File: config.mk
export PLATFORM = sky130hd
export DESIGN_NAME = prr_mac
export DESIGN_NICKNAME = d
export VERILOG_FILES = /design/src/sv/polyphase_rational_resampler_core_assert.svh /design/src/sv/prr_pkg.sv /design/src/sv/prr_mac.sv
export SDC_FILE = /design/constraint.sdc
export NUM_CORES = 1
export LEC_CHECK = 0
export ABC_CLOCK_PERIOD_IN_PS = 3500
export BUFFER_PORTS_ARGS = -buffer_cell sky130_fd_sc_hd__buf_4
export CAP_MARGIN = 10
export CORE_ASPECT_RATIO = 0.9
export CORE_MARGIN = 3
export CORE_UTILIZATION = 55
export CTS_BUF_LIST = sky130_fd_sc_hd__clkbuf_4
export CTS_CLUSTER_DIAMETER = 80
export CTS_CLUSTER_SIZE = 16
export DETAILED_ROUTE_END_ITERATION = 6
export PLACE_DENSITY = 0.77
export SETUP_SLACK_MARGIN = 0.4
export SYNTH_ARGS = -nofsm -noshare
export SYNTH_HDL_FRONTEND = slang
export SYNTH_SLANG_ARGS = --single-unit
export TNS_END_PERCENT = 20
File: constraint.sdc
create_clock -name clk_i -period 3.5 [get_ports clk_i]
set_input_delay 0.175 -clock clk_i [delete_from_list [all_inputs] [get_ports clk_i]]
set_output_delay 0.175 -clock clk_i [all_outputs]
set_load 0.01 [all_outputs]
File: src/sv/polyphase_rational_resampler_core_assert.svh
// ----------------------------------------------------------------------------
// Resampler assertion macros
// Shared concurrent assertion forms for the resampler modules. Each macro
// expects clk_i and rst_ni in the scope where it is used.
// ----------------------------------------------------------------------------
`ifndef POLYPHASE_RATIONAL_RESAMPLER_CORE_ASSERT_SVH
`define POLYPHASE_RATIONAL_RESAMPLER_CORE_ASSERT_SVH

// Consequent must hold in the same cycle as the antecedent.
`define PRR_ASSERT_IMPL(name, ante, cons, msg) \
  name: assert property (@(posedge clk_i) disable iff (!rst_ni) (ante) |-> (cons)) \
    else $error(msg);

// Consequent must hold in the cycle after the antecedent.
`define PRR_ASSERT_NEXT(name, ante, cons, msg) \
  name: assert property (@(posedge clk_i) disable iff (!rst_ni) (ante) |=> (cons)) \
    else $error(msg);

`endif

File: src/sv/prr_pkg.sv
// ----------------------------------------------------------------------------
// Resampler package
// Widths, codes and shared types of the polyphase rational resampler.
// ----------------------------------------------------------------------------
package prr_pkg;

  localparam int MAX_PHASES  = 64;
  localparam int MAX_TAPS    = 512;
  localparam int SAMPLE_BITS = 16;
  localparam int COEF_BITS   = 18;

  localparam int OP_W      = 2;
  localparam int PHASE_W   = 6;
  localparam int TAP_IDX_W = 9;

  localparam int DOWN_W     = 10;
  localparam int UP_W       = 7;
  localparam int HALF_W     = 8;
  localparam int DOWN_LIMIT = 512;

  // The tap sum before clamping is at most 2*255 + 512 = 1022.
  localparam int K_W = 10;

  localparam int CREDIT_W  = 20;
  localparam int PROD_W    = SAMPLE_BITS + COEF_BITS;
  localparam int ACC_W     = PROD_W + K_W;
  localparam int RND_SHIFT = COEF_BITS - 2;

  localparam int APB_ADDR_W = 4;
  localparam int APB_DATA_W = 32;

  typedef enum logic [OP_W-1:0] {
    OP_WR_COEF = 2'd0,
    OP_SAMPLE  = 2'd1,
    OP_PAD     = 2'd2,
    OP_RESTART = 2'd3
  } op_e;

  typedef enum logic [1:0] {
    REG_DOWN_FACTOR = 2'd0,
    REG_UP_FACTOR   = 2'd1,
    REG_HALF_WIDTH  = 2'd2
  } reg_e;

  typedef enum logic [2:0] {
    S_IDLE,
    S_PHASE,
    S_MAC,
    S_DRAIN,
    S_ROUND,
    S_EMIT
  } seq_state_e;

  // Effective ratio settings derived from the register file.
  typedef struct packed {
    logic [DOWN_W-1:0] down;
    logic [UP_W-1:0]   up;
    logic [K_W-1:0]    taps;
    logic [DOWN_W-1:0] reload;
  } cfg_t;

  typedef struct packed {
    logic clear;
    logic issue;
    logic zero_tap;
    logic round;
  } mac_ctl_t;

endpackage

File: src/sv/prr_mac.sv
// ----------------------------------------------------------------------------
// Resampler multiply-accumulate unit
// Shared pipelined MAC: registered product, wide accumulator and a rounding
// and saturation stage for the finished dot product.
// ----------------------------------------------------------------------------
module prr_mac (
  input  logic                                    clk_i,
  input  logic                                    rst_ni,
  input  prr_pkg::mac_ctl_t                       ctl_i,
  input  logic signed [prr_pkg::SAMPLE_BITS-1:0]  dline_i,
  input  logic signed [prr_pkg::COEF_BITS-1:0]    coef_i,
  output logic                                    busy_o,
  output logic signed [prr_pkg::SAMPLE_BITS-1:0]  result_o
);

  localparam int SUM_W = prr_pkg::ACC_W + 1;
  localparam int Q_W   = SUM_W - prr_pkg::RND_SHIFT;
  localparam logic signed [Q_W-1:0] Q_MAX = Q_W'((2 ** (prr_pkg::SAMPLE_BITS - 1)) - 1);
  localparam logic signed [Q_W-1:0] Q_MIN = Q_W'(-(2 ** (prr_pkg::SAMPLE_BITS - 1)));
  localparam logic signed [SUM_W-1:0] BIAS = SUM_W'(2 ** (prr_pkg::RND_SHIFT - 1));

  logic                                   v1_q, v2_q, z1_q;
  logic signed [prr_pkg::PROD_W-1:0]      prod_q;
  logic signed [prr_pkg::ACC_W-1:0]       acc_q;
  logic signed [prr_pkg::SAMPLE_BITS-1:0] res_q;

  logic signed [SUM_W-1:0]                biased;
  logic signed [Q_W-1:0]                  quot;
  logic signed [prr_pkg::SAMPLE_BITS-1:0] sat;

  always_ff @(posedge clk_i or negedge rst_ni) begin
    if (!rst_ni) begin
      v1_q <= 1'b0;
      v2_q <= 1'b0;
    end else begin
      v1_q <= ctl_i.issue;
      v2_q <= v1_q;
    end
  end

  // The zero flag travels with the read so that taps before the first
  // sample since restart contribute nothing.
  always_ff @(posedge clk_i) begin
    z1_q <= ctl_i.zero_tap;
    if (z1_q) begin
      prod_q <= '0;
    end else begin
      prod_q <= dline_i * coef_i;
    end
    if (ctl_i.clear) begin
      acc_q <= '0;
    end else if (v2_q) begin
      acc_q <= acc_q + prr_pkg::ACC_W'(prod_q);
    end
    if (ctl_i.round) begin
      res_q <= sat;
    end
  end

  // Round half toward positive infinity, then clamp to the sample range.
  always_comb begin
    biased = SUM_W'(acc_q) + BIAS;
    quot   = biased[SUM_W-1:prr_pkg::RND_SHIFT];
    if (quot > Q_MAX) begin
      sat = prr_pkg::SAMPLE_BITS'(Q_MAX);
    end else if (quot < Q_MIN) begin
      sat = prr_pkg::SAMPLE_BITS'(Q_MIN);
    end else begin
      sat = prr_pkg::SAMPLE_BITS'(quot);
    end
  end

  assign busy_o   = v1_q | v2_q;
  assign result_o = res_q;

endmodule

==> results.md <==
* Clock slew at reported path FFs at 170 ps
* Sequential area share after synthesis at 0.122
* Worst Path Arrival at 5660 ps
* Cell Rows at 60
* Number of flops mapped to enable cells by yosys at 16
* Critical Path Start: coef_i[7]
* Nets@finish at 2668
* DRT iter0 DRCs at 907
* Mapped Nets at 2460
* Core ar. at 0.0304 mm^2
* Area grow syn2layout at 21.2%
* Die width at 193 um
* Starting density of the core at 0.568
* Cell Area, Synth at 0.0173 mm^2
* Total wire length at 42.9 mm
* Yosys top cell area share at 0.337
* Vias at 14400
* Synth Warn # at 0
* Detailed-route DRC error count at 0
* Crit-path max FO at 5
* Async SR Flop Fraction at 0.0206
* TritonRoute pass-1 iters at 5
* Final worst slack at -1720 ps
* Crit path buf inv count at 9
* Fmax at 192 MHz
* Setup violators final at 26
* Status: complete, but fails checks
* Fraction of layout cells with a size suffix above 1 at 0.232
* Headroom to the max-slew limit at 0.607
* Post-DRT Antenna Nets at 0
* Vias per std cell at 5.52
* Total CTS buffers at 9
* Cell count along the critical path at 26
* Max incr delay on CP at 520 ps
* Syn Inst Count at 1999
* #FFs+latches synth at 97
* Fillers at 2265
* GPL Wtd Cong at 0.917
* Avg Cell Area, Syn at 8.64 um^2
* Slowest stage cell, crit path: fa_1
* Worst Hold Launch: ctl_i[0]
* Shortest period the worst path allows at 5220 ps
* IO buf count at 56
* CTS tree: yes
* Synth unique cells at 84
* Worst flop-to-flop path endpoint: acc_q[42]
* Max-slew violations at 0
* First-pass GRT wire length at 71.5 mm
* Average wire per standard cell at 16.4 um
* Die Y at 174 um
* Most common cell in the netlist: inv_1
* Storage cell area at 0.00212 mm^2
* R2R cell count at 10
* Slew @ Worst Pin at 590 ps
* Total Routing Usage GR at 0.260
* R2r setup slk at 390 ps
* Failing checks: negative setup slack
* Final worst path period share at 1.49
* Area leader, netlist: fa_1
* Initial antenna violation count at 0
* Hold Vio Cnt, Final at 0
* CTS Buffer Depth at 2
* Reg2reg start: acc_q[7]
* Vias in the first global route at 15600
* Startpoint types: primary input
* Maximum Capacitance Violations at 0
* Die area at 0.0336 mm^2
* Crit path to: prod_q[33]
* CTS Root Buffer Type: clkbuf_4
* Setup crit end kind: register
* Unrepaired setup endpoints after global routing: yes
* Number of diodes at 0
* Largest net degree at the start of global routing at 45
* Crit Path Class: primary input to register
* Synth area leaders: fa_1 (34%), ha_1 (9.4%), dfxtp_1 (9.2%)
* Final hold slack at 38.2 ps
* H-Tree Depth at 3
* Final Skew at 19.3 ps
* Crit-path leading delay family: adder cells
* Sink Count at 97
* Top_reg_cell synth: dfxtp_1
* Top cells by count, synth: inv_1 (378), fa_1 (291), nand2_1 (223), and2_1 (137), ha_1 (130)
* Worst hold path class: primary input to register
* Critical Path RT at 3940 ps
* Io pins at 57
* Total grt overflow at 0
* Area occupied by multi-input gates at 0.0144 mm^2
* Detailed Place HPWL at 34.2 mm
* Clock Latency Late Sink at 500 ps
final cells by class:
cell class | count | share of cell area
Tap cell | 403 | 0.0241
Multi-Input combinational cell | 1447 | 0.687
Timing Repair Buffer | 272 | 0.112
Clock inverter | 6 | 0.00251
Inverter | 380 | 0.0686
Sequential cell | 97 | 0.101
Clock buffer | 10 | 0.00359
layer usage:
layer  global-route usage  up-vias  share of wire
met3               0.0405      101          0.044
met1                0.321     7207           0.41
met2                0.468      356           0.53
met5                    0        -              0
met4               0.0737        0          0.025
li1                     -     6772              -
state kept, by name (all words and copies together), names as in the netlist:
signal    flops
v1_q          1
result_o     16
z1_q          1
prod_q       34
acc_q        44
v2_q          1
worst min path at each step:
stage                  endpoint  slack (ps)  depth (start not counted)
finish              result_o[7]          40                          1
detailed placement         v1_q         -40                          1
floorplan                  v1_q        -120                          0
global route        result_o[7]           8                          1
global placement           v1_q         -40                          1
CTS                 result_o[3]          10                          1
timing repair:
action	4_1_cts	5_1_grt
hold buffers	4	0
resized for setup	117	134
setup buffers	18	13
endpoints found under the hold margin	4	0
cloned	1	1
setup endpoints to repair	33	51
pin swaps	109	124
kinds of logic after synthesis:
| family | count (synthesis) | synth area share |
|---|---|---|
| flops | 97 | 0.122 |
| xor+xnor | 76 | 0.0386 |
| compound gates | 296 | 0.111 |
| fa+ha+maj | 421 | 0.432 |
| mux | 18 | 0.0106 |
| simple gates | 636 | 0.185 |
| buf+inv | 455 | 0.100 |
cell usage in the layout (no fill, tap or decap), drive strengths merged, types with 7 or more instances in the layout:
master  instances
a31oi          11
clkbuf         11
nand2b         17
xnor2          46
a21o           29
xor2           30
o21ai          65
nand4          17
buf           267
nand3          29
o211ai          9
nor4            8
inv           379
or2             7
ha            130
nor3           31
and2          137
a211oi         10
o21a           20
nor2          107
o21bai         10
and3           12
nand2         224
mux2i          16
dfxtp          79
fa            291
a21oi          86
edfxtp         16
nor2b          17
per-stage QoR:
step / utilization / std cells / TNS (ps) / setup WS [ps] / cell area, um^2
floorplan: - / 1999 / -39690 / -1870 / 17700
global placement: 0.640 / 2561 / -50450 / -2250 / 19500
detailed placement: 0.640 / 2561 / -52220 / -2300 / 19500
CTS: 0.665 / 2600 / -33410 / -1610 / 20200
global route: 0.689 / 2615 / -38750 / -1850 / 20900
finish: 0.689 / 2615 / -35120 / -1720 / 20900
Power is not shown: default switching activity piles up to over one toggle a cycle in this logic, so the estimate is an artifact.
