===== config.mk =====
export PLATFORM = sky130hd
export DESIGN_NAME = prr_cfg
export DESIGN_NICKNAME = d
export VERILOG_FILES = /design/src/sv/polyphase_rational_resampler_core_assert.svh /design/src/sv/prr_pkg.sv /design/src/sv/prr_cfg.sv
export SDC_FILE = /design/constraint.sdc
export NUM_CORES = 1
export LEC_CHECK = 0
export ABC_AREA = 1
export BUFFER_PORTS_ARGS = -buffer_cell sky130_fd_sc_hd__buf_2
export CAP_MARGIN = 30
export CELL_PAD_IN_SITES_DETAIL_PLACEMENT = 0
export CELL_PAD_IN_SITES_GLOBAL_PLACEMENT = 1
export CORE_UTILIZATION = 33
export DETAILED_ROUTE_END_ITERATION = 10
export PLACE_DENSITY_LB_ADDON = 0.1
export SLEW_MARGIN = 20
export SYNTH_ARGS = -nofsm -noshare
export SYNTH_HDL_FRONTEND = slang
export SYNTH_SLANG_ARGS = --single-unit

===== constraint.sdc =====
create_clock -name clk_i -period 5.01 [get_ports clk_i]
set_input_delay 1.002 -clock clk_i [delete_from_list [all_inputs] [get_ports clk_i]]
set_output_delay 1.002 -clock clk_i [all_outputs]
set_load 0.005 [all_outputs]

===== src/sv/polyphase_rational_resampler_core_assert.svh =====
// ----------------------------------------------------------------------------
// Resampler assertion macros
// Shared concurrent assertion forms for the resampler modules. Each macro
// expects clk_i and rst_ni in the scope where it is used.
// ----------------------------------------------------------------------------
`ifndef POLYPHASE_RATIONAL_RESAMPLER_CORE_ASSERT_SVH
`define POLYPHASE_RATIONAL_RESAMPLER_CORE_ASSERT_SVH

// Consequent must hold in the same cycle as the antecedent.
`define PRR_ASSERT_IMPL(name, ante, cons, msg) \
  name: assert property (@(posedge clk_i) disable iff (!rst_ni) (ante) |-> (cons)) \
    else $error(msg);

// Consequent must hold in the cycle after the antecedent.
`define PRR_ASSERT_NEXT(name, ante, cons, msg) \
  name: assert property (@(posedge clk_i) disable iff (!rst_ni) (ante) |=> (cons)) \
    else $error(msg);

`endif


===== src/sv/prr_pkg.sv =====
// ----------------------------------------------------------------------------
// Resampler package
// Widths, codes and shared types of the polyphase rational resampler.
// ----------------------------------------------------------------------------
package prr_pkg;

  localparam int MAX_PHASES  = 64;
  localparam int MAX_TAPS    = 512;
  localparam int SAMPLE_BITS = 16;
  localparam int COEF_BITS   = 18;

  localparam int OP_W      = 2;
  localparam int PHASE_W   = 6;
  localparam int TAP_IDX_W = 9;

  localparam int DOWN_W     = 10;
  localparam int UP_W       = 7;
  localparam int HALF_W     = 8;
  localparam int DOWN_LIMIT = 512;

  // The tap sum before clamping is at most 2*255 + 512 = 1022.
  localparam int K_W = 10;

  localparam int CREDIT_W  = 20;
  localparam int PROD_W    = SAMPLE_BITS + COEF_BITS;
  localparam int ACC_W     = PROD_W + K_W;
  localparam int RND_SHIFT = COEF_BITS - 2;

  localparam int APB_ADDR_W = 4;
  localparam int APB_DATA_W = 32;

  typedef enum logic [OP_W-1:0] {
    OP_WR_COEF = 2'd0,
    OP_SAMPLE  = 2'd1,
    OP_PAD     = 2'd2,
    OP_RESTART = 2'd3
  } op_e;

  typedef enum logic [1:0] {
    REG_DOWN_FACTOR = 2'd0,
    REG_UP_FACTOR   = 2'd1,
    REG_HALF_WIDTH  = 2'd2
  } reg_e;

  typedef enum logic [2:0] {
    S_IDLE,
    S_PHASE,
    S_MAC,
    S_DRAIN,
    S_ROUND,
    S_EMIT
  } seq_state_e;

  // Effective ratio settings derived from the register file.
  typedef struct packed {
    logic [DOWN_W-1:0] down;
    logic [UP_W-1:0]   up;
    logic [K_W-1:0]    taps;
    logic [DOWN_W-1:0] reload;
  } cfg_t;

  typedef struct packed {
    logic clear;
    logic issue;
    logic zero_tap;
    logic round;
  } mac_ctl_t;

endpackage


===== src/sv/prr_cfg.sv =====
// ----------------------------------------------------------------------------
// Resampler register file
// APB-style register port for the ratio settings; derives the effective
// factors, the tap count and the first-step countdown.
// ----------------------------------------------------------------------------
module prr_cfg #(
  parameter int MAX_PHASES = prr_pkg::MAX_PHASES,
  parameter int MAX_TAPS   = prr_pkg::MAX_TAPS
) (
  input  logic                            clk_i,
  input  logic                            rst_ni,
  input  logic                            psel,
  input  logic                            penable,
  input  logic                            pwrite,
  input  logic [prr_pkg::APB_ADDR_W-1:0]  paddr,
  input  logic [prr_pkg::APB_DATA_W-1:0]  pwdata,
  output logic [prr_pkg::APB_DATA_W-1:0]  prdata,
  output logic                            pready,
  output prr_pkg::cfg_t                   cfg_o,
  output logic                            restart_o
);

  logic [prr_pkg::DOWN_W-1:0] down_q;
  logic [prr_pkg::UP_W-1:0]   up_q;
  logic [prr_pkg::HALF_W-1:0] half_q;
  logic                       restart_q;

  logic                       wr_en;
  prr_pkg::reg_e              reg_sel;
  logic [prr_pkg::DOWN_W-1:0] down_eff;
  logic [prr_pkg::UP_W-1:0]   up_eff;
  logic [prr_pkg::K_W-1:0]    taps_sum;
  logic [prr_pkg::K_W-1:0]    taps;

  assign pready  = 1'b1;
  assign wr_en   = psel & penable & pwrite;
  assign reg_sel = prr_pkg::reg_e'(paddr[prr_pkg::APB_ADDR_W-1:2]);

  always_ff @(posedge clk_i or negedge rst_ni) begin
    if (!rst_ni) begin
      down_q    <= prr_pkg::DOWN_W'(1);
      up_q      <= prr_pkg::UP_W'(1);
      half_q    <= '0;
      restart_q <= 1'b0;
    end else begin
      restart_q <= 1'b0;
      if (wr_en) begin
        case (reg_sel)
          prr_pkg::REG_DOWN_FACTOR: begin
            down_q    <= pwdata[prr_pkg::DOWN_W-1:0];
            restart_q <= 1'b1;
          end
          prr_pkg::REG_UP_FACTOR: begin
            up_q      <= pwdata[prr_pkg::UP_W-1:0];
            restart_q <= 1'b1;
          end
          prr_pkg::REG_HALF_WIDTH: begin
            half_q    <= pwdata[prr_pkg::HALF_W-1:0];
            restart_q <= 1'b1;
          end
          default: ;
        endcase
      end
    end
  end

  always_comb begin
    case (reg_sel)
      prr_pkg::REG_DOWN_FACTOR: prdata = prr_pkg::APB_DATA_W'(down_q);
      prr_pkg::REG_UP_FACTOR:   prdata = prr_pkg::APB_DATA_W'(up_q);
      prr_pkg::REG_HALF_WIDTH:  prdata = prr_pkg::APB_DATA_W'(half_q);
      default:                  prdata = '0;
    endcase
  end

  // A zero factor acts as one; large factors are clamped.
  always_comb begin
    if (down_q == '0) begin
      down_eff = prr_pkg::DOWN_W'(1);
    end else if (int'(down_q) > prr_pkg::DOWN_LIMIT) begin
      down_eff = prr_pkg::DOWN_W'(prr_pkg::DOWN_LIMIT);
    end else begin
      down_eff = down_q;
    end

    if (up_q == '0) begin
      up_eff = prr_pkg::UP_W'(1);
    end else if (int'(up_q) > MAX_PHASES) begin
      up_eff = prr_pkg::UP_W'(MAX_PHASES);
    end else begin
      up_eff = up_q;
    end

    taps_sum = prr_pkg::K_W'({half_q, 1'b0}) + prr_pkg::K_W'(down_eff);
    if (int'(taps_sum) > MAX_TAPS) begin
      taps = prr_pkg::K_W'(MAX_TAPS);
    end else begin
      taps = taps_sum;
    end

    cfg_o.down = down_eff;
    cfg_o.up   = up_eff;
    cfg_o.taps = taps;
    if (taps > prr_pkg::K_W'(half_q)) begin
      cfg_o.reload = prr_pkg::DOWN_W'(taps - prr_pkg::K_W'(half_q));
    end else begin
      cfg_o.reload = prr_pkg::DOWN_W'(1);
    end
  end

  // The restart follows the write in the cycle after it, so that it sees the new values.
  assign restart_o = restart_q;

endmodule


==> metrics.csv <==
metric;value;unit
crit_path_end_kind;primary output;
cts_sinks;26;
port_buffers;64;
setup_slack;-0.05427;ns
setup_viol;8;
synth-edff-count;0;
clockBufferDepth;2;
outcome;finished with violations;
finalHoldViolations;0;
netlist_top_cells_count;nand2_1, inv_1, nor2_1;
wire_per_inst;11.53;um
dp_cells;604;
cts_root_buf;clkbuf_8;
synthDistinctLibCells;36;
clk_latency;0.27;ns
numCtsBuffers;3;
vias_per_cell;4.372;
cts_tree;yes;
pre_cts_ws;-0.2669;ns
rows;32;
drcViolationCount;0;
seq_area_frac_synth;24.96;%
drive_gt1_share;42.91;%
grt_pass1_vias;2585;
grt_first_pass_wirelength;11.89;mm
async_reset_ff_share;100.0;%
ios;112;
vdd_drop_max;0.2202;mV
max_slew_margin;62.48;%
critPathLaunchType;flip-flop;
power.total;1.783;mW
synth-main-ff-cell;dfrtp_1;
yosysWarnings;0;
drv_slew;0;
fin_skew;0;ns
gp_congestion;0.7985;
fmax;0.1975;GHz
cts_max_level;1;
synth_cells;397;
synth_top_area_share;22.96;%
dieArea;8288;sq um
drtIter0Drc;61;
die_w;91.04;um
hp-class;reg -> reg;
final_nets;591;
arrival;4.06;ns
post-route-period-util;101.1;%
final_cells;631;
cap_violations;0;
wl;7.274;mm
synthTopCellsByArea;dfrtp_1, nand2_1, inv_1, ha_1, buf_4;
avgSynthCellArea;6.590;sq um
grt_max_degree;27;
dr.pass1.iters;4;
fin_crit;5.064;ns
rsz0062_at_grt;yes;
ys_ff_latch;26;
grt_antenna_before_repair;0;
grt-ovfl-total;0;
crit_type;reg -> out;
tightest_slew;0.5615;ns
via_count;2759;
coreArea;7687;sq um
chipHeight;91.04;um
ant_nets;0;
yosysTopAreaCell;dfrtp_1;
place_hpwl;5.907;mm
netlist_area;2616;sq um
syn_to_final_growth;51.75;%
initial_utilization;34.03;%
required;4.01;ns
power_density;449.1;nW/um^2
crit_fanout;7;
clkTransAtPathRegs;0.09;ns
synth_most_common_cell;nand2_1;
gr-usage-all-layers;17.69;%
num_antenna_cells;0;
leakagePower;2.174;nW
violations;negative setup slack;
==> critical path: stages (launching register included) <==
cell	delay (ns)
dfrtp_1	0.38
nor2_1	0.13
nand3_2	0.12
nor2_4	0.15
a21oi_4	0.10
buf_6	0.13
nor2_4	0.13
inv_2	0.05
fa_2	0.40
inv_2	0.07
nand2_2	0.07
and2_4	0.17
nor2_4	0.08
nand3_2	0.08
nor2_4	0.11
nand3_4	0.20
a21oi_4	0.29
ha_4	0.24
nand2_2	0.06
nand2_2	0.06
a21oi_2	0.14
nand2_2	0.08
o21ai_4	0.08
nand2_4	0.08
nor2_8	0.10
buf_12	0.12
nor2_1	0.04
buf_2	0.12
==> cell type report <==
class	count	area, sq um
Fill cell	794	3717
Multi-Input combinational cell	290	1952
Timing Repair Buffer	137	895.9
Sequential cell	26	653.1
Inverter	72	270.3
Tap cell	102	127.6
Clock buffer	3	41.29
Clock inverter	1	30.03
==> power by group <==
part           internal (mW)  switching (mW)
sequential             0.253          0.0412
clock                  0.107          0.0619
combinational          0.656           0.664
==> cell families after synthesis <==
logic type | synth area share, %
and+or+nand+nor | 31.56
DFF | 24.96
AOI/OAI and AO/OA | 13.10
buffers and inverters | 18.60
xor gates and xnor gates | 1.339
other | 0.2871
adders and majority gates | 10.14
==> layout by cell type, fill, tap and decap left out, types with 2 or more instances in the layout <==
master and count:
nand2_1 89, buf_4 68, inv_1 65, buf_2 64, nor2_1 34, o21ai_0 24, dfrtp_1 24, conb_1 23
nand2_2 20, nand3_1 11, ha_4 10, a21oi_4 9, nor2_4 7, ha_1 7, inv_2 6, nand3_2 6
o221ai_1 6, a21oi_1 6, nand2_4 5, nor2_2 5, a21oi_2 5, nand4_1 4, buf_6 4, xor2_1 3
clkbuf_8 3, nand3_4 2, fa_2 2, dfstp_2 2
==> registers in the layout (all words and copies together), names as in the netlist <==
name / count
down_q: 10
half_q: 8
restart_o: 1
up_q: 7
==> final timing paths <==
kind	startpoint	slack, ns	cells past startpoint	to
max	down_q[1]$_DFFE_PN0P_	-0.05	27	cfg_o[3]
max reg2reg	down_q[0]$_DFFE_PN1P_	4.13	3	down_q[0]$_DFFE_PN1P_
min reg2reg	down_q[7]$_DFFE_PN0P_	0.49	2	down_q[7]$_DFFE_PN0P_
max in group asynchronous	rst_ni	3.92	1	half_q[6]$_DFFE_PN0P_
min	down_q[7]$_DFFE_PN0P_	0.49	2	down_q[7]$_DFFE_PN0P_
min in group asynchronous	rst_ni	0.71	1	up_q[3]$_DFFE_PN0P_
==> through the flow <==
stage                     hold slack (ns)  util [%]  area [sq um]  setup TNS (ns)
after floorplan                    0.4530         -          2695               0
after global placement             0.4685     42.95          3302          -1.785
after detailed placement           0.4746     42.95          3302          -1.928
after CTS                          0.4974     49.25          3786         -0.9994
after global routing               0.5300     51.64          3970          -3.026
final                              0.4894     51.64          3970         -0.3535
==> what timing repair did <==
item / 4_1_cts / 5_1_grt
buffers inserted: 20 / 5
hold buffers: 0 / 0
cloned: 0 / 0
endpoints found under the setup margin: 10 / 10
pin swaps: 35 / 36
gates resized for setup: 56 / 29
==> routing by layer <==
| layer | share of wire [%] | wire, um | up-vias | track usage, % |
|---|---|---|---|---|
| met5 | 0 | 0 | - | 0 |
| met4 | 0.78 | 57 | 0 | 3.836 |
| met3 | 2.1 | 153 | 7 | 0.6700 |
| met2 | 53 | 3852 | 47 | 33.59 |
| met1 | 44 | 3210 | 1245 | 22.03 |
| li1 | - | - | 1460 | - |
Power figures use the tool's default switching activity.
