`src/sv/polyphase_rational_resampler_core_assert.svh`:
```
// ----------------------------------------------------------------------------
// Resampler assertion macros
// Shared concurrent assertion forms for the resampler modules. Each macro
// expects clk_i and rst_ni in the scope where it is used.
// ----------------------------------------------------------------------------
`ifndef POLYPHASE_RATIONAL_RESAMPLER_CORE_ASSERT_SVH
`define POLYPHASE_RATIONAL_RESAMPLER_CORE_ASSERT_SVH

// Consequent must hold in the same cycle as the antecedent.
`define PRR_ASSERT_IMPL(name, ante, cons, msg) \
  name: assert property (@(posedge clk_i) disable iff (!rst_ni) (ante) |-> (cons)) \
    else $error(msg);

// Consequent must hold in the cycle after the antecedent.
`define PRR_ASSERT_NEXT(name, ante, cons, msg) \
  name: assert property (@(posedge clk_i) disable iff (!rst_ni) (ante) |=> (cons)) \
    else $error(msg);

`endif

```
`src/sv/prr_pkg.sv`:
```
// ----------------------------------------------------------------------------
// Resampler package
// Widths, codes and shared types of the polyphase rational resampler.
// ----------------------------------------------------------------------------
package prr_pkg;

  localparam int MAX_PHASES  = 64;
  localparam int MAX_TAPS    = 512;
  localparam int SAMPLE_BITS = 16;
  localparam int COEF_BITS   = 18;

  localparam int OP_W      = 2;
  localparam int PHASE_W   = 6;
  localparam int TAP_IDX_W = 9;

  localparam int DOWN_W     = 10;
  localparam int UP_W       = 7;
  localparam int HALF_W     = 8;
  localparam int DOWN_LIMIT = 512;

  // The tap sum before clamping is at most 2*255 + 512 = 1022.
  localparam int K_W = 10;

  localparam int CREDIT_W  = 20;
  localparam int PROD_W    = SAMPLE_BITS + COEF_BITS;
  localparam int ACC_W     = PROD_W + K_W;
  localparam int RND_SHIFT = COEF_BITS - 2;

  localparam int APB_ADDR_W = 4;
  localparam int APB_DATA_W = 32;

  typedef enum logic [OP_W-1:0] {
    OP_WR_COEF = 2'd0,
    OP_SAMPLE  = 2'd1,
    OP_PAD     = 2'd2,
    OP_RESTART = 2'd3
  } op_e;

  typedef enum logic [1:0] {
    REG_DOWN_FACTOR = 2'd0,
    REG_UP_FACTOR   = 2'd1,
    REG_HALF_WIDTH  = 2'd2
  } reg_e;

  typedef enum logic [2:0] {
    S_IDLE,
    S_PHASE,
    S_MAC,
    S_DRAIN,
    S_ROUND,
    S_EMIT
  } seq_state_e;

  // Effective ratio settings derived from the register file.
  typedef struct packed {
    logic [DOWN_W-1:0] down;
    logic [UP_W-1:0]   up;
    logic [K_W-1:0]    taps;
    logic [DOWN_W-1:0] reload;
  } cfg_t;

  typedef struct packed {
    logic clear;
    logic issue;
    logic zero_tap;
    logic round;
  } mac_ctl_t;

endpackage

```
`src/sv/prr_in_if.sv`:
```
// ----------------------------------------------------------------------------
// Resampler input channel
// Valid/ready channel carrying coefficient writes, samples, pads and restarts.
// ----------------------------------------------------------------------------
interface prr_in_if;
  logic                                       valid;
  logic                                       ready;
  logic [prr_pkg::OP_W-1:0]                   op;
  logic [prr_pkg::PHASE_W-1:0]                phase_index;
  logic [prr_pkg::TAP_IDX_W-1:0]              tap_index;
  logic signed [prr_pkg::COEF_BITS-1:0]       coefficient_value;
  logic signed [prr_pkg::SAMPLE_BITS-1:0]     sample_value;

  modport source (
    output valid, op, phase_index, tap_index, coefficient_value, sample_value,
    input  ready
  );

  modport sink (
    input  valid, op, phase_index, tap_index, coefficient_value, sample_value,
    output ready
  );
endinterface

```
`src/sv/prr_out_if.sv`:
```
// ----------------------------------------------------------------------------
// Resampler output channel
// Valid/ready channel carrying resampled outputs.
// ----------------------------------------------------------------------------
interface prr_out_if;
  logic                                   valid;
  logic                                   ready;
  logic signed [prr_pkg::SAMPLE_BITS-1:0] output_sample;
  logic [prr_pkg::PHASE_W-1:0]            output_phase;
  logic                                   last_of_run;

  modport source (
    output valid, output_sample, output_phase, last_of_run,
    input  ready
  );

  modport sink (
    input  valid, output_sample, output_phase, last_of_run,
    output ready
  );
endinterface

```
`src/sv/prr_seq.sv`:
```
// ----------------------------------------------------------------------------
// Resampler sequencer
// Takes input transactions, keeps the delay line pointer, fill count, step
// countdown and output credit, and walks the MAC over each phase's taps.
// ----------------------------------------------------------------------------
`include "polyphase_rational_resampler_core_assert.svh"

module prr_seq #(
  parameter int MAX_PHASES = prr_pkg::MAX_PHASES,
  parameter int MAX_TAPS   = prr_pkg::MAX_TAPS,
  localparam int TAP_W     = $clog2(MAX_TAPS),
  localparam int CA_W      = $clog2(MAX_PHASES * MAX_TAPS)
) (
  input  logic                                   clk_i,
  input  logic                                   rst_ni,
  input  prr_pkg::cfg_t                          cfg_i,
  input  logic                                   restart_i,
  prr_in_if.sink                                 in_i,
  prr_out_if.source                              out_o,
  output logic                                   dl_we_o,
  output logic [TAP_W-1:0]                       dl_waddr_o,
  output logic [prr_pkg::SAMPLE_BITS-1:0]        dl_wdata_o,
  output logic                                   dl_re_o,
  output logic [TAP_W-1:0]                       dl_raddr_o,
  output logic                                   cf_we_o,
  output logic [CA_W-1:0]                        cf_waddr_o,
  output logic [prr_pkg::COEF_BITS-1:0]          cf_wdata_o,
  output logic                                   cf_re_o,
  output logic [CA_W-1:0]                        cf_raddr_o,
  output prr_pkg::mac_ctl_t                      mac_ctl_o,
  input  logic                                   mac_busy_i,
  input  logic signed [prr_pkg::SAMPLE_BITS-1:0] mac_result_i
);

  localparam int SW    = ((TAP_W > prr_pkg::K_W) ? TAP_W : prr_pkg::K_W) + 2;
  localparam int DLT_W = prr_pkg::DOWN_W + 2;

  function automatic logic signed [prr_pkg::CREDIT_W-1:0] credit_add(
    input logic signed [prr_pkg::CREDIT_W-1:0] c,
    input logic signed [DLT_W-1:0]             d
  );
    logic signed [prr_pkg::CREDIT_W:0]   s;
    logic signed [prr_pkg::CREDIT_W-1:0] r;
    s = (prr_pkg::CREDIT_W + 1)'(c) + (prr_pkg::CREDIT_W + 1)'(d);
    if (s[prr_pkg::CREDIT_W] != s[prr_pkg::CREDIT_W-1]) begin
      r = s[prr_pkg::CREDIT_W] ? {1'b1, {(prr_pkg::CREDIT_W - 1){1'b0}}}
                                : {1'b0, {(prr_pkg::CREDIT_W - 1){1'b1}}};
    end else begin
      r = s[prr_pkg::CREDIT_W-1:0];
    end
    return r;
  endfunction

  prr_pkg::seq_state_e state_q, state_d;

  logic [TAP_W-1:0]                       wp_q, wp_d;
  logic [prr_pkg::K_W-1:0]                fill_q, fill_d;
  logic [prr_pkg::DOWN_W-1:0]             cnt_q, cnt_d;
  logic signed [prr_pkg::CREDIT_W-1:0]    credit_q, credit_d;
  logic                                   pad_q, pad_d;
  logic [prr_pkg::PHASE_W-1:0]            phase_q, phase_d;
  logic [CA_W-1:0]                        base_q, base_d;
  logic [prr_pkg::K_W-1:0]                tap_q, tap_d;
  logic [TAP_W-1:0]                       idx_q, idx_d;
  logic [prr_pkg::K_W-1:0]                zt_q, zt_d;
  logic                                   out_valid_q, out_valid_d;
  logic signed [prr_pkg::SAMPLE_BITS-1:0] out_sample_q;
  logic [prr_pkg::PHASE_W-1:0]            out_phase_q;
  logic                                   out_last_q, out_last_d;

  logic                                   in_ready;
  logic                                   accept;
  prr_pkg::op_e                           op;
  logic                                   push;
  logic                                   restart;
  logic                                   out_load;
  logic                                   last;
  logic [SW-1:0]                          start_sum;
  logic [TAP_W-1:0]                       start_idx;
  logic signed [DLT_W-1:0]                up_dlt, down_dlt;
  logic signed [prr_pkg::CREDIT_W-1:0]    credit_sub;

  assign in_ready   = (state_q == prr_pkg::S_IDLE) && !restart_i;
  assign in_i.ready = in_ready;
  assign accept     = in_i.valid && in_ready;
  assign op         = prr_pkg::op_e'(in_i.op);
  assign push       = accept && (((op == prr_pkg::OP_SAMPLE) && !pad_q) ||
                                 (op == prr_pkg::OP_PAD));
  assign restart    = restart_i || (accept && (op == prr_pkg::OP_RESTART));

  assign up_dlt     = signed'(DLT_W'(cfg_i.up));
  assign down_dlt   = -signed'(DLT_W'(cfg_i.down));
  assign credit_sub = credit_add(credit_q, down_dlt);

  // Delay line writes happen in the accepting cycle.
  assign dl_we_o    = push;
  assign dl_waddr_o = wp_q;
  assign dl_wdata_o = (op == prr_pkg::OP_PAD) ? '0 : in_i.sample_value;

  assign cf_we_o    = accept && (op == prr_pkg::OP_WR_COEF) &&
                      (int'(in_i.phase_index) < MAX_PHASES) &&
                      (int'(in_i.tap_index) < MAX_TAPS);
  assign cf_waddr_o = CA_W'(in_i.phase_index) * CA_W'(MAX_TAPS) + CA_W'(in_i.tap_index);
  assign cf_wdata_o = in_i.coefficient_value;

  assign dl_raddr_o = idx_q;
  assign cf_raddr_o = base_q + CA_W'(tap_q);

  // Oldest sample of the window: the write pointer minus the tap count, wrapped.
  always_comb begin
    start_sum = SW'(wp_q) + SW'(MAX_TAPS) - SW'(cfg_i.taps);
    if (start_sum >= SW'(MAX_TAPS)) begin
      start_sum = start_sum - SW'(MAX_TAPS);
    end
    start_idx = TAP_W'(start_sum);
  end

  always_comb begin
    state_d     = state_q;
    wp_d        = wp_q;
    fill_d      = fill_q;
    cnt_d       = cnt_q;
    credit_d    = credit_q;
    pad_d       = pad_q;
    phase_d     = phase_q;
    base_d      = base_q;
    tap_d       = tap_q;
    idx_d       = idx_q;
    zt_d        = zt_q;
    out_last_d  = out_last_q;
    out_load    = 1'b0;
    last        = 1'b0;
    mac_ctl_o   = '0;
    dl_re_o     = 1'b0;
    cf_re_o     = 1'b0;

    case (state_q)
      prr_pkg::S_IDLE: begin
        if (restart) begin
          wp_d     = '0;
          fill_d   = '0;
          credit_d = '0;
          pad_d    = 1'b0;
          cnt_d    = cfg_i.reload;
        end else if (push) begin
          if (op == prr_pkg::OP_SAMPLE) begin
            credit_d = credit_add(credit_q, up_dlt);
          end else begin
            pad_d = 1'b1;
          end
          wp_d   = (wp_q == TAP_W'(MAX_TAPS - 1)) ? '0 : wp_q + TAP_W'(1);
          fill_d = (fill_q == '1) ? fill_q : fill_q + prr_pkg::K_W'(1);
          if (cnt_q > prr_pkg::DOWN_W'(1)) begin
            cnt_d = cnt_q - prr_pkg::DOWN_W'(1);
          end else begin
            cnt_d   = cfg_i.down;
            phase_d = '0;
            base_d  = '0;
            state_d = prr_pkg::S_PHASE;
          end
        end
      end
      prr_pkg::S_PHASE: begin
        if (credit_q <= 0) begin
          state_d = prr_pkg::S_IDLE;
        end else begin
          mac_ctl_o.clear = 1'b1;
          tap_d = '0;
          idx_d = start_idx;
          zt_d  = (fill_q >= cfg_i.taps) ? '0 : cfg_i.taps - fill_q;
          state_d = prr_pkg::S_MAC;
        end
      end
      prr_pkg::S_MAC: begin
        dl_re_o            = 1'b1;
        cf_re_o            = 1'b1;
        mac_ctl_o.issue    = 1'b1;
        mac_ctl_o.zero_tap = tap_q < zt_q;
        idx_d = (idx_q == TAP_W'(MAX_TAPS - 1)) ? '0 : idx_q + TAP_W'(1);
        tap_d = tap_q + prr_pkg::K_W'(1);
        if (tap_q == cfg_i.taps - prr_pkg::K_W'(1)) begin
          state_d = prr_pkg::S_DRAIN;
        end
      end
      prr_pkg::S_DRAIN: begin
        if (!mac_busy_i) begin
          state_d = prr_pkg::S_ROUND;
        end
      end
      prr_pkg::S_ROUND: begin
        mac_ctl_o.round = 1'b1;
        state_d = prr_pkg::S_EMIT;
      end
      prr_pkg::S_EMIT: begin
        if (!out_valid_q || out_o.ready) begin
          out_load   = 1'b1;
          credit_d   = credit_sub;
          last       = (prr_pkg::UP_W'(phase_q) + prr_pkg::UP_W'(1) == cfg_i.up) ||
                       (credit_sub <= 0);
          out_last_d = last;
          if (last) begin
            state_d = prr_pkg::S_IDLE;
          end else begin
            phase_d = phase_q + prr_pkg::PHASE_W'(1);
            base_d  = base_q + CA_W'(MAX_TAPS);
            state_d = prr_pkg::S_PHASE;
          end
        end
      end
      default: begin
        state_d = prr_pkg::S_IDLE;
      end
    endcase

    if (out_load) begin
      out_valid_d = 1'b1;
    end else if (out_o.ready) begin
      out_valid_d = 1'b0;
    end else begin
      out_valid_d = out_valid_q;
    end
  end

  always_ff @(posedge clk_i or negedge rst_ni) begin
    if (!rst_ni) begin
      state_q     <= prr_pkg::S_IDLE;
      wp_q        <= '0;
      fill_q      <= '0;
      cnt_q       <= prr_pkg::DOWN_W'(1);
      credit_q    <= '0;
      pad_q       <= 1'b0;
      phase_q     <= '0;
      out_valid_q <= 1'b0;
    end else begin
      state_q     <= state_d;
      wp_q        <= wp_d;
      fill_q      <= fill_d;
      cnt_q       <= cnt_d;
      credit_q    <= credit_d;
      pad_q       <= pad_d;
      phase_q     <= phase_d;
      out_valid_q <= out_valid_d;
    end
  end

  always_ff @(posedge clk_i) begin
    base_q     <= base_d;
    tap_q      <= tap_d;
    idx_q      <= idx_d;
    zt_q       <= zt_d;
    out_last_q <= out_last_d;
    if (out_load) begin
      out_sample_q <= mac_result_i;
      out_phase_q  <= phase_q;
    end
  end

  assign out_o.valid         = out_valid_q;
  assign out_o.output_sample = out_sample_q;
  assign out_o.output_phase  = out_phase_q;
  assign out_o.last_of_run   = out_last_q;

  `PRR_ASSERT_IMPL(a_tap_in_window, state_q == prr_pkg::S_MAC, tap_q < cfg_i.taps, "tap counter left the window")
  `PRR_ASSERT_IMPL(a_emit_needs_credit, out_load, credit_q > 0, "output emitted without credit")
  `PRR_ASSERT_IMPL(a_phase_in_range, state_q != prr_pkg::S_IDLE, prr_pkg::UP_W'(phase_q) < cfg_i.up, "phase beyond up factor")
  `PRR_ASSERT_NEXT(a_last_tap_in_flight, (state_q == prr_pkg::S_MAC) && (tap_q == cfg_i.taps - prr_pkg::K_W'(1)), mac_busy_i, "last tap not in MAC pipeline")
  `PRR_ASSERT_IMPL(a_round_after_drain, state_q == prr_pkg::S_ROUND, !mac_busy_i, "rounding before accumulation finished")

endmodule

```
`src/flat_wrapper.sv`:
```
// flat-port wrapper written by rule: the top's interface ports become plain ports
module prr_seq_flat 
#(
  parameter int MAX_PHASES = prr_pkg::MAX_PHASES,
  parameter int MAX_TAPS   = prr_pkg::MAX_TAPS,
  localparam int TAP_W     = $clog2(MAX_TAPS),
  localparam int CA_W      = $clog2(MAX_PHASES * MAX_TAPS)
)
  (clk_i, rst_ni, cfg_i, restart_i, dl_we_o, dl_waddr_o, dl_wdata_o, dl_re_o, dl_raddr_o, cf_we_o, cf_waddr_o, cf_wdata_o, cf_re_o, cf_raddr_o, mac_ctl_o, mac_busy_i, mac_result_i, in_i_valid, in_i_op, in_i_phase_index, in_i_tap_index, in_i_coefficient_value, in_i_sample_value, in_i_ready, out_o_valid, out_o_output_sample, out_o_output_phase, out_o_last_of_run, out_o_ready);
  prr_in_if in_i_i ();
  prr_out_if out_o_i ();
  input  logic clk_i;
  input  logic rst_ni;
  input  prr_pkg::cfg_t cfg_i;
  input  logic restart_i;
  output logic dl_we_o;
  output logic [TAP_W-1:0] dl_waddr_o;
  output logic [prr_pkg::SAMPLE_BITS-1:0] dl_wdata_o;
  output logic dl_re_o;
  output logic [TAP_W-1:0] dl_raddr_o;
  output logic cf_we_o;
  output logic [CA_W-1:0] cf_waddr_o;
  output logic [prr_pkg::COEF_BITS-1:0] cf_wdata_o;
  output logic cf_re_o;
  output logic [CA_W-1:0] cf_raddr_o;
  output prr_pkg::mac_ctl_t mac_ctl_o;
  input  logic mac_busy_i;
  input  logic signed [prr_pkg::SAMPLE_BITS-1:0] mac_result_i;
  input wire logic [$bits(in_i_i.valid)-1:0] in_i_valid;
  input wire logic [$bits(in_i_i.op)-1:0] in_i_op;
  input wire logic [$bits(in_i_i.phase_index)-1:0] in_i_phase_index;
  input wire logic [$bits(in_i_i.tap_index)-1:0] in_i_tap_index;
  input wire logic [$bits(in_i_i.coefficient_value)-1:0] in_i_coefficient_value;
  input wire logic [$bits(in_i_i.sample_value)-1:0] in_i_sample_value;
  output wire logic [$bits(in_i_i.ready)-1:0] in_i_ready;
  output wire logic [$bits(out_o_i.valid)-1:0] out_o_valid;
  output wire logic [$bits(out_o_i.output_sample)-1:0] out_o_output_sample;
  output wire logic [$bits(out_o_i.output_phase)-1:0] out_o_output_phase;
  output wire logic [$bits(out_o_i.last_of_run)-1:0] out_o_last_of_run;
  input wire logic [$bits(out_o_i.ready)-1:0] out_o_ready;
  assign in_i_i.valid = in_i_valid;
  assign in_i_i.op = in_i_op;
  assign in_i_i.phase_index = in_i_phase_index;
  assign in_i_i.tap_index = in_i_tap_index;
  assign in_i_i.coefficient_value = in_i_coefficient_value;
  assign in_i_i.sample_value = in_i_sample_value;
  assign in_i_ready = in_i_i.ready;
  assign out_o_valid = out_o_i.valid;
  assign out_o_output_sample = out_o_i.output_sample;
  assign out_o_output_phase = out_o_i.output_phase;
  assign out_o_last_of_run = out_o_i.last_of_run;
  assign out_o_i.ready = out_o_ready;
  prr_seq #(.MAX_PHASES(MAX_PHASES), .MAX_TAPS(MAX_TAPS)) u_core (.clk_i(clk_i), .rst_ni(rst_ni), .cfg_i(cfg_i), .restart_i(restart_i), .in_i(in_i_i), .out_o(out_o_i), .dl_we_o(dl_we_o), .dl_waddr_o(dl_waddr_o), .dl_wdata_o(dl_wdata_o), .dl_re_o(dl_re_o), .dl_raddr_o(dl_raddr_o), .cf_we_o(cf_we_o), .cf_waddr_o(cf_waddr_o), .cf_wdata_o(cf_wdata_o), .cf_re_o(cf_re_o), .cf_raddr_o(cf_raddr_o), .mac_ctl_o(mac_ctl_o), .mac_busy_i(mac_busy_i), .mac_result_i(mac_result_i));
endmodule
```
`config.mk`:
```
export PLATFORM = sky130hd
export DESIGN_NAME = prr_seq_flat
export DESIGN_NICKNAME = d
export VERILOG_FILES = /design/src/sv/prr_pkg.sv /design/src/sv/prr_in_if.sv /design/src/sv/prr_out_if.sv /design/src/sv/prr_seq.sv /design/src/flat_wrapper.sv
export VERILOG_INCLUDE_DIRS = /design/src /design/src/sv
export SDC_FILE = /design/constraint.sdc
export NUM_CORES = 1
export LEC_CHECK = 0
export BUFFER_PORTS_ARGS = -buffer_cell sky130_fd_sc_hd__buf_2
export CAP_MARGIN = 20
export CORE_ASPECT_RATIO = 0.7
export CORE_UTILIZATION = 48
export CTS_CLUSTER_DIAMETER = 100
export DETAILED_ROUTE_END_ITERATION = 16
export HOLD_SLACK_MARGIN = 0.03
export PLACE_DENSITY = 0.82
export SLEW_MARGIN = 30
export SYNTH_ARGS = -nofsm -noshare
export SYNTH_HDL_FRONTEND = slang
export SYNTH_SLANG_ARGS = --single-unit
```
`constraint.sdc`:
```
create_clock -name clk_i -period 11.9 [get_ports clk_i]
set_input_delay 1.785 -clock clk_i [delete_from_list [all_inputs] [get_ports clk_i]]
set_output_delay 1.785 -clock clk_i [all_outputs]
set_load 0.01 [all_outputs]
```
==> results.yml, run 1 <==
outcome:
  status: "finished clean"
sta:
  rsz0062_at_grt: "false"
  setup_slack_ns: 4.18
  hold_viol: 0
  finalSetupViolCount: 0
  fin_crit_sh_pct: 64.9
  clock_skew_ns: 0.00687
  slew_viol_final: 0
  worst_pin_slew_ns: 0.945
  max_freq_mhz: 130
  slew_headroom_pct: 36.6
  post-route-min-period_ns: 7.72
  setup_tns_ns: 0
flow_run:
  drv_cap: 0
clock_tree:
  clk_latency_ns: 0.43
  cts_setup_buffers: 0
  cts_buffer_depth: 2
  clockRootBuffer: "clkbuf_16"
  cts_resized: 0
  cts_tree: "built"
  cts.sinks: 118
  path_clk_slew_ns: 0.06
  cts_hold_buf: 0
  htreeDepth: 4
  cts_inserted_buffers: 17
drt:
  drcViolationCount: 0
  firstDrtPassIters: 5
  num_vias: 8723
  wl_met2_um: 12000
  drtIter0Drc: 1056
  wl_met1_um: 11400
  top_layer_used: "met4"
  wirelength_um: 26400
  postRouteAntennaNets: 0
  vias_per_cell: 5.96
  met3_length_um: 2380
  wl_per_cell_um: 18.1
floorplanning:
  start_util_pct: 49.6
  ioPinCount: 225
  die_width_um: 170
  die_h_um: 119
  core_um2: 19100
  design.die.area_um2: 20300
  num_rows: 42
logic_synthesis:
  synthSimpleGateAreaFrac_pct: 19.2
  postSynthCellCount: 1082
  netlist_area_um2: 9460
  synth_flop_cell: "dfrtp_1"
  synth-compound-area-share_pct: 19.2
  async_flop_share_pct: 50.8
  synth_warnings: 0
  avgSynthCellArea_um2: 8.74
  synth_edf_count: 58
  syn-num-nets: 1266
  synth.area.mux_share_pct: 1.34
  synth-xor-area-share_pct: 8.61
  synth_adder_area_share_pct: 10.1
  synth_seq_cells: 118
  synthDistinctLibCells: 77
  ys_seq_area_share_pct: 34.3
  synth_top_family_by_area: "compound AO/OA/AOI/OAI gates"
critical_path:
  cp_slowest_stage_delay_ns: 0.71
  startpoint_type: "input pin"
  end_kind: "register"
  critPathKind: "input pin to register"
  required_ns: 12.24
  reg2reg_from: "u_core.credit_q[1]"
  crit_slowest_cell: "o41ai_4"
  crit_cells: 21
  crit_path_max_fanout: 24
  path_common_cell: "a21o_1"
  cp_top_family: "compound AO/OA/AOI/OAI gates"
  endpoint: "u_core.phase_q[1]"
  reg2reg_setup_slack_ns: 6.10
  critPathArrivalTime_ns: 8.06
  r2r_cells: 16
  crit_buf_inv: 1
  crit_chain: "buf_2 > nor3_1 > nand2_1 > or3_1 > nand2b_1 > ha_1 > a21oi_1 > nand2_1 > a21oi_1 > o211ai_4 > a21o_2 > a21o_1 > a21o_1 > a21o_1 > xor2_1 > ha_1 > o211ai_1 > o2111ai_1 > o41ai_4 > nand2b_1 > mux2i_1"
  crit_start: "cfg_i[29]"
  r2r-end: "u_core.phase_q[1]"
hold_path:
  hp-class: "register to register"
placed_design:
  post-place-ws_ns: 3.89
  port_buffers: 158
  dpl.cell_count: 1431
  place_congestion: 0.907
  dp_hpwl_um: 19700
grt:
  grt_pass1_vias: 7913
  grt.overflow.total: 0
  grtUsageTotal_pct: 26.0
  grt_pass1_wl_um: 41300
  antenna_found_initial: 0
  grt_max_degree: 61
pwr:
  peakVddDrop_mv: 0.235
  p_leak_nw: 4.78
  power_density_nw_per_um2: 282
finish:
  area.growth.synth_to_final_pct: 13.8
  fin_nets: 1370
  finalNonFillerCells: 1463
  drive_gt1_share_pct: 18.0
  n_antenna_cell: 0
-- cell usage after synthesis (4+ instances only) --
cell / number / area share (%)
a211o_1: 4 / 0.37
a211oi_1: 11 / 0.87
a21boi_0: 7 / 0.56
a21o_1: 20 / 1.6
a21oi_1: 62 / 3.3
a22oi_1: 7 / 0.56
a31oi_1: 16 / 1.1
and2_1: 23 / 1.5
and3_1: 21 / 1.4
buf_4: 44 / 3.5
clkbuf_1: 25 / 0.99
dfrtp_1: 59 / 16
edfxtp_1: 58 / 18
fa_1: 4 / 0.85
ha_1: 70 / 9.3
inv_1: 62 / 2.5
mux2i_1: 9 / 0.95
nand2_1: 94 / 3.7
nand2b_1: 15 / 0.99
nand3_1: 31 / 1.6
nand3b_1: 4 / 0.32
nand4_1: 12 / 0.79
nor2_1: 94 / 3.7
nor2b_1: 15 / 0.99
nor3_1: 24 / 1.3
nor4_1: 12 / 0.79
o211ai_1: 6 / 0.48
o21a_1: 7 / 0.56
o21ai_0: 79 / 4.2
o21ai_1: 4 / 0.21
o22a_1: 4 / 0.37
o22ai_1: 7 / 0.46
or2_2: 7 / 0.46
or3_1: 11 / 0.73
xnor2_1: 59 / 5.5
xor2_1: 34 / 3.1
-- worst min-delay path by stage --
| stage | from | endpoint | cells past startpoint |
|---|---|---|---|
| after floorplan | u_core.phase_q[1] | u_core.out_o.output_phase[1] | 0 |
| after global placement | u_core.pad_q | u_core.pad_q | 2 |
| after detailed placement | u_core.pad_q | u_core.pad_q | 2 |
| after CTS | u_core.pad_q | u_core.pad_q | 2 |
| after global routing | u_core.phase_q[1] | u_core.out_o.output_phase[1] | 0 |
| final | u_core.pad_q | u_core.pad_q | 2 |
-- area by class of cell --
| class | instances | area [um^2] |
|---|---|---|
| Clock buffer | 18 | 429 |
| Clock inverter | 14 | 178 |
| Fill cell | 1650 | 8320 |
| Inverter | 63 | 236 |
| Multi-Input combinational cell | 827 | 5540 |
| Sequential cell | 118 | 3240 |
| Tap cell | 264 | 330 |
| Timing Repair Buffer | 159 | 798 |
-- per-layer routing --
layer | up-vias | GRT usage, %
li1 | 4070 | -
met1 | 4125 | 35.6
met2 | 471 | 40.9
met3 | 57 | 5.55
met4 | 0 | 8.45
met5 | - | 0
-- flip-flops by register name (all words and copies together), names as in the netlist, 6 cells and up --
name / count
u_core.zt_q: 10
u_core.dl_waddr_o: 9
u_core.fill_q: 10
u_core.base_q: 6
u_core.credit_q: 20
u_core.phase_q: 6
u_core.cnt_q: 10
u_core.dl_raddr_o: 9
u_core.out_o.output_sample: 16
u_core.out_o.output_phase: 6
u_core.tap_q: 10
-- report_power, final --
part           internal (mW)  switching [mW]  leakage, nW
registers              0.585           0.162         1.34
logic                  0.659            1.10         3.15
clock network          0.330           0.197        0.283
-- worst min-delay path, stage by stage, from the launching register on --
cell	delay, ns
dfrtp_1	0.36
a21oi_1	0.05
nor2_1	0.08
-- layout by cell type, fill, tap and decap left out, types with 4 or more instances in the layout --
cell        count
a211o_1         4
a211oi_1       11
a21boi_0        7
a21o_1         20
a21oi_1        62
a22oi_1         7
a31oi_1        16
and2_1         23
and3_1         21
buf_2         158
clkbuf_16      17
clkinv_4        4
clkinvlp_4      4
dfrtp_1        59
edfxtp_1       58
fa_1            4
ha_1           70
inv_1          61
mux2i_1         9
nand2_1        93
nand2b_1       15
nand3_1        31
nand3b_1        4
nand4_1        12
nor2_1         93
nor2b_1        15
nor3_1         24
nor4_1         12
o211ai_1        6
o21a_1          7
o21ai_0        79
o22a_1          4
o22ai_1         7
or2_2           7
or3_1          11
xnor2_1        59
xor2_1         34
-- per-stage QoR --
stage	power, mW	hold slack, ns	instance area (um^2)	utilization (%)
2_1_floorplan	2.04	0.465	9460	-
3_3_place_gp	2.40	0.497	10100	53.1
3_5_place_dp	2.45	0.502	10200	53.2
4_1_cts	2.99	0.516	10800	56.4
5_1_grt	3.23	0.552	10800	56.4
6_report	3.04	0.519	10800	56.4
-- cells by family after synthesis --
family          Yosys count
mux                      12
simple gates            372
fa+ha+maj                74
flops                   118
compound gates          276
xor+xnor                 93
buf+inv                 137
(Power assumes the default switching activity.)
==> inputs of run 2 (changes only) <==
--- a/config.mk
+++ b/config.mk
@@ -6,6 +6,7 @@
 export SDC_FILE = /design/constraint.sdc
 export NUM_CORES = 1
 export LEC_CHECK = 0
+export ABC_AREA = 1
 export BUFFER_PORTS_ARGS = -buffer_cell sky130_fd_sc_hd__buf_2
 export CAP_MARGIN = 20
 export CORE_ASPECT_RATIO = 0.7
@@ -13,7 +14,7 @@
 export CTS_CLUSTER_DIAMETER = 100
 export DETAILED_ROUTE_END_ITERATION = 16
 export HOLD_SLACK_MARGIN = 0.03
-export PLACE_DENSITY = 0.82
+export PLACE_DENSITY = 0.81
 export SLEW_MARGIN = 30
 export SYNTH_ARGS = -nofsm -noshare
 export SYNTH_HDL_FRONTEND = slang
==> constraint.sdc (replaced) <==
create_clock -name clk_i -period 7.7 [get_ports clk_i]
set_input_delay 1.155 -clock clk_i [delete_from_list [all_inputs] [get_ports clk_i]]
set_output_delay 1.155 -clock clk_i [all_outputs]
set_load 0.01 [all_outputs]
==> results.yml, run 2 <==
floorplanning:
  num_rows: 43
  start_util_pct: 49.7
  design.die.area_um2: 21400
  die_h_um: 123
  die_width_um: 174
  ioPinCount: 225
  core_um2: 20100
finish:
  top_register: "u_core.credit_q"
  most-common-layout-cells: "315 x nand2_1, 219 x inv_1, 168 x nor2_1"
  largest_register_ffs: 20
  final_common_cell: "nand2_1"
  n_antenna_cell: 0
  fillCellCount: 1823
  final_cell_area_um2: 11300
  area.growth.synth_to_final_pct: 13.4
  drive_gt1_share_pct: 15.0
  finalNonFillerCells: 1800
  fin_nets: 1701
sta:
  max_freq_mhz: 161
  rsz0062_at_grt: "false"
  clock_skew_ns: 0.0111
  post-route-min-period_ns: 6.20
  fin_hold_ws_ns: 0.528
  finalSetupViolCount: 0
  worst_pin_slew_ns: 0.880
  hold_viol: 0
  slew_headroom_pct: 41.2
  setup_tns_ns: 0
  fin_crit_sh_pct: 80.5
  slew_viol_final: 0
placed_design:
  place_congestion: 0.950
  dp_hpwl_um: 22100
  placed_cell_area_um2: 10700
  dpl.cell_count: 1768
  port_buffers: 158
drt:
  wl_per_cell_um: 15.7
  vias_per_cell: 5.39
  firstDrtPassIters: 5
  drcViolationCount: 0
  num_vias: 9696
  wirelength_um: 28200
  drtIter0Drc: 945
  postRouteAntennaNets: 0
critical_path:
  cp_slowest_stage_delay_ns: 0.40
  critPathArrivalTime_ns: 6.36
  cp_top_family: "simple AND/OR/NAND/NOR gates"
  crit_path_max_fanout: 17
  startpoint_type: "input pin"
  crit_slowest_cell: "clkinv_1"
  path_common_cell: "nor2_1"
  end_kind: "register"
  required_ns: 7.86
  critPathKind: "input pin to register"
  crit_buf_inv: 5
clock_tree:
  cts_resized: 0
  cts_setup_buffers: 0
  cts_hold_buf: 0
  htreeDepth: 4
  cts_buffer_depth: 2
  clk_latency_ns: 0.43
  cts.sinks: 118
  cts_tree: "built"
  cts_inserted_buffers: 17
  clockRootBuffer: "clkbuf_16"
  path_clk_slew_ns: 0.06
logic_synthesis:
  yosysMostFrequentCell: "nand2_1"
  synth.area.top_cells: "edfxtp_1 17%, dfrtp_1 15%, nand2_1 12%, ha_1 8.8%, inv_1 8.2%"
  ys_seq_area_share_pct: 32.5
  synth_warnings: 0
  synthDistinctLibCells: 57
  postSynthCellCount: 1402
  syn-num-nets: 1586
  synth.top_cell.area_share_pct: 17.5
  async_flop_share_pct: 50.8
  synth_edf_count: 58
  netlist_top_cells_count: "315 x nand2_1, 219 x inv_1, 172 x nor2_1"
  synth_seq_cells: 118
  avgSynthCellArea_um2: 7.11
  synth_flop_cell: "dfrtp_1"
  synth_area_leader_cell: "edfxtp_1"
  netlist_area_um2: 9970
pwr:
  finalPower_mw: 4.51
  power_density_nw_per_um2: 399
  peakVddDrop_mv: 0.229
  p_leak_nw: 5.72
grt:
  grt_max_degree: 61
  grt_pass1_vias: 8933
  grt_pass1_wl_um: 45300
  grt.overflow.total: 0
  antenna_found_initial: 0
  grtUsageTotal_pct: 27.0
flow_run:
  drv_cap: 0
hold_path:
  hp-class: "register to register"
outcome:
  status: "finished clean"
-- run 2: cell count changes after synthesis, moves of 29 or more --
cell     delta
nand2_1   +221
inv_1     +157
nor2_1     +78
nand3_1    +52
xnor2_1    -41
a21oi_1    +29
o21ai_0    -29
-- run 2: worst paths after layout --
check | start | end | slack [ns] | depth (start not counted)
max in group asynchronous | rst_ni | u_core.cnt_q[5] | 6.24 | 2
min in group asynchronous | rst_ni | u_core.credit_q[6] | 0.90 | 2
hold / removal | u_core.pad_q | u_core.pad_q | 0.53 | 2
hold reg to reg | u_core.pad_q | u_core.pad_q | 0.53 | 2
setup / recovery | cfg_i[28] | u_core.base_q[10] | 1.50 | 31
setup reg to reg | u_core.credit_q[7] | u_core.base_q[10] | 3.00 | 24
-- run 2: tightest hold or removal path, cell delays in order, from the launching register on --
cell and delay, ns:
dfrtp_1 0.36, inv_1 0.07, a21oi_1 0.06
-- run 2: final cells by class --
type	instances	area (um^2)	share of cell area, %
repair buffers	161	813	7.19
multi-input cells	992	5470	48.4
flip-flops and latches	118	3240	28.7
clock buffers	19	443	3.92
well taps	270	338	2.99
inverters	227	855	7.55
clock inverters	13	148	1.31
-- run 2: cells by family (layout without fill, tap and decap cells) --
logic type	after synthesis	after routing	synth area share, %
AO/OA/AOI/OAI	199	199	11.5
XOR/XNOR	63	63	5.53
adder cells (fa/ha/maj)	74	74	9.58
buffers and inverters	292	420	12.8
flip-flops	118	118	32.5
AND/OR/NAND/NOR	656	656	28.0
-- run 2: routing by layer --
metal,wire length [um],global-route usage [%],vias to the layer above
met5,0,0,-
met4,286,6.09,0
met2,11500,39.5,535
li1,-,-,4761
met1,13000,40.0,4370
met3,3370,6.51,30
-- run 2: where the power goes --
part	leakage (nW)	switching (mW)	total (mW)	internal, mW
clock	0.277	0.319	0.807	0.488
combinational	4.14	1.69	2.56	0.866
sequential	1.31	0.263	1.15	0.888
-- run 2: through the flow --
step	util, %	worst slack, ns
after floorplan	-	2.25
after global placement	53.4	1.23
after detailed placement	53.4	1.06
after CTS	56.4	1.49
after global routing	56.4	0.759
final	56.4	1.50
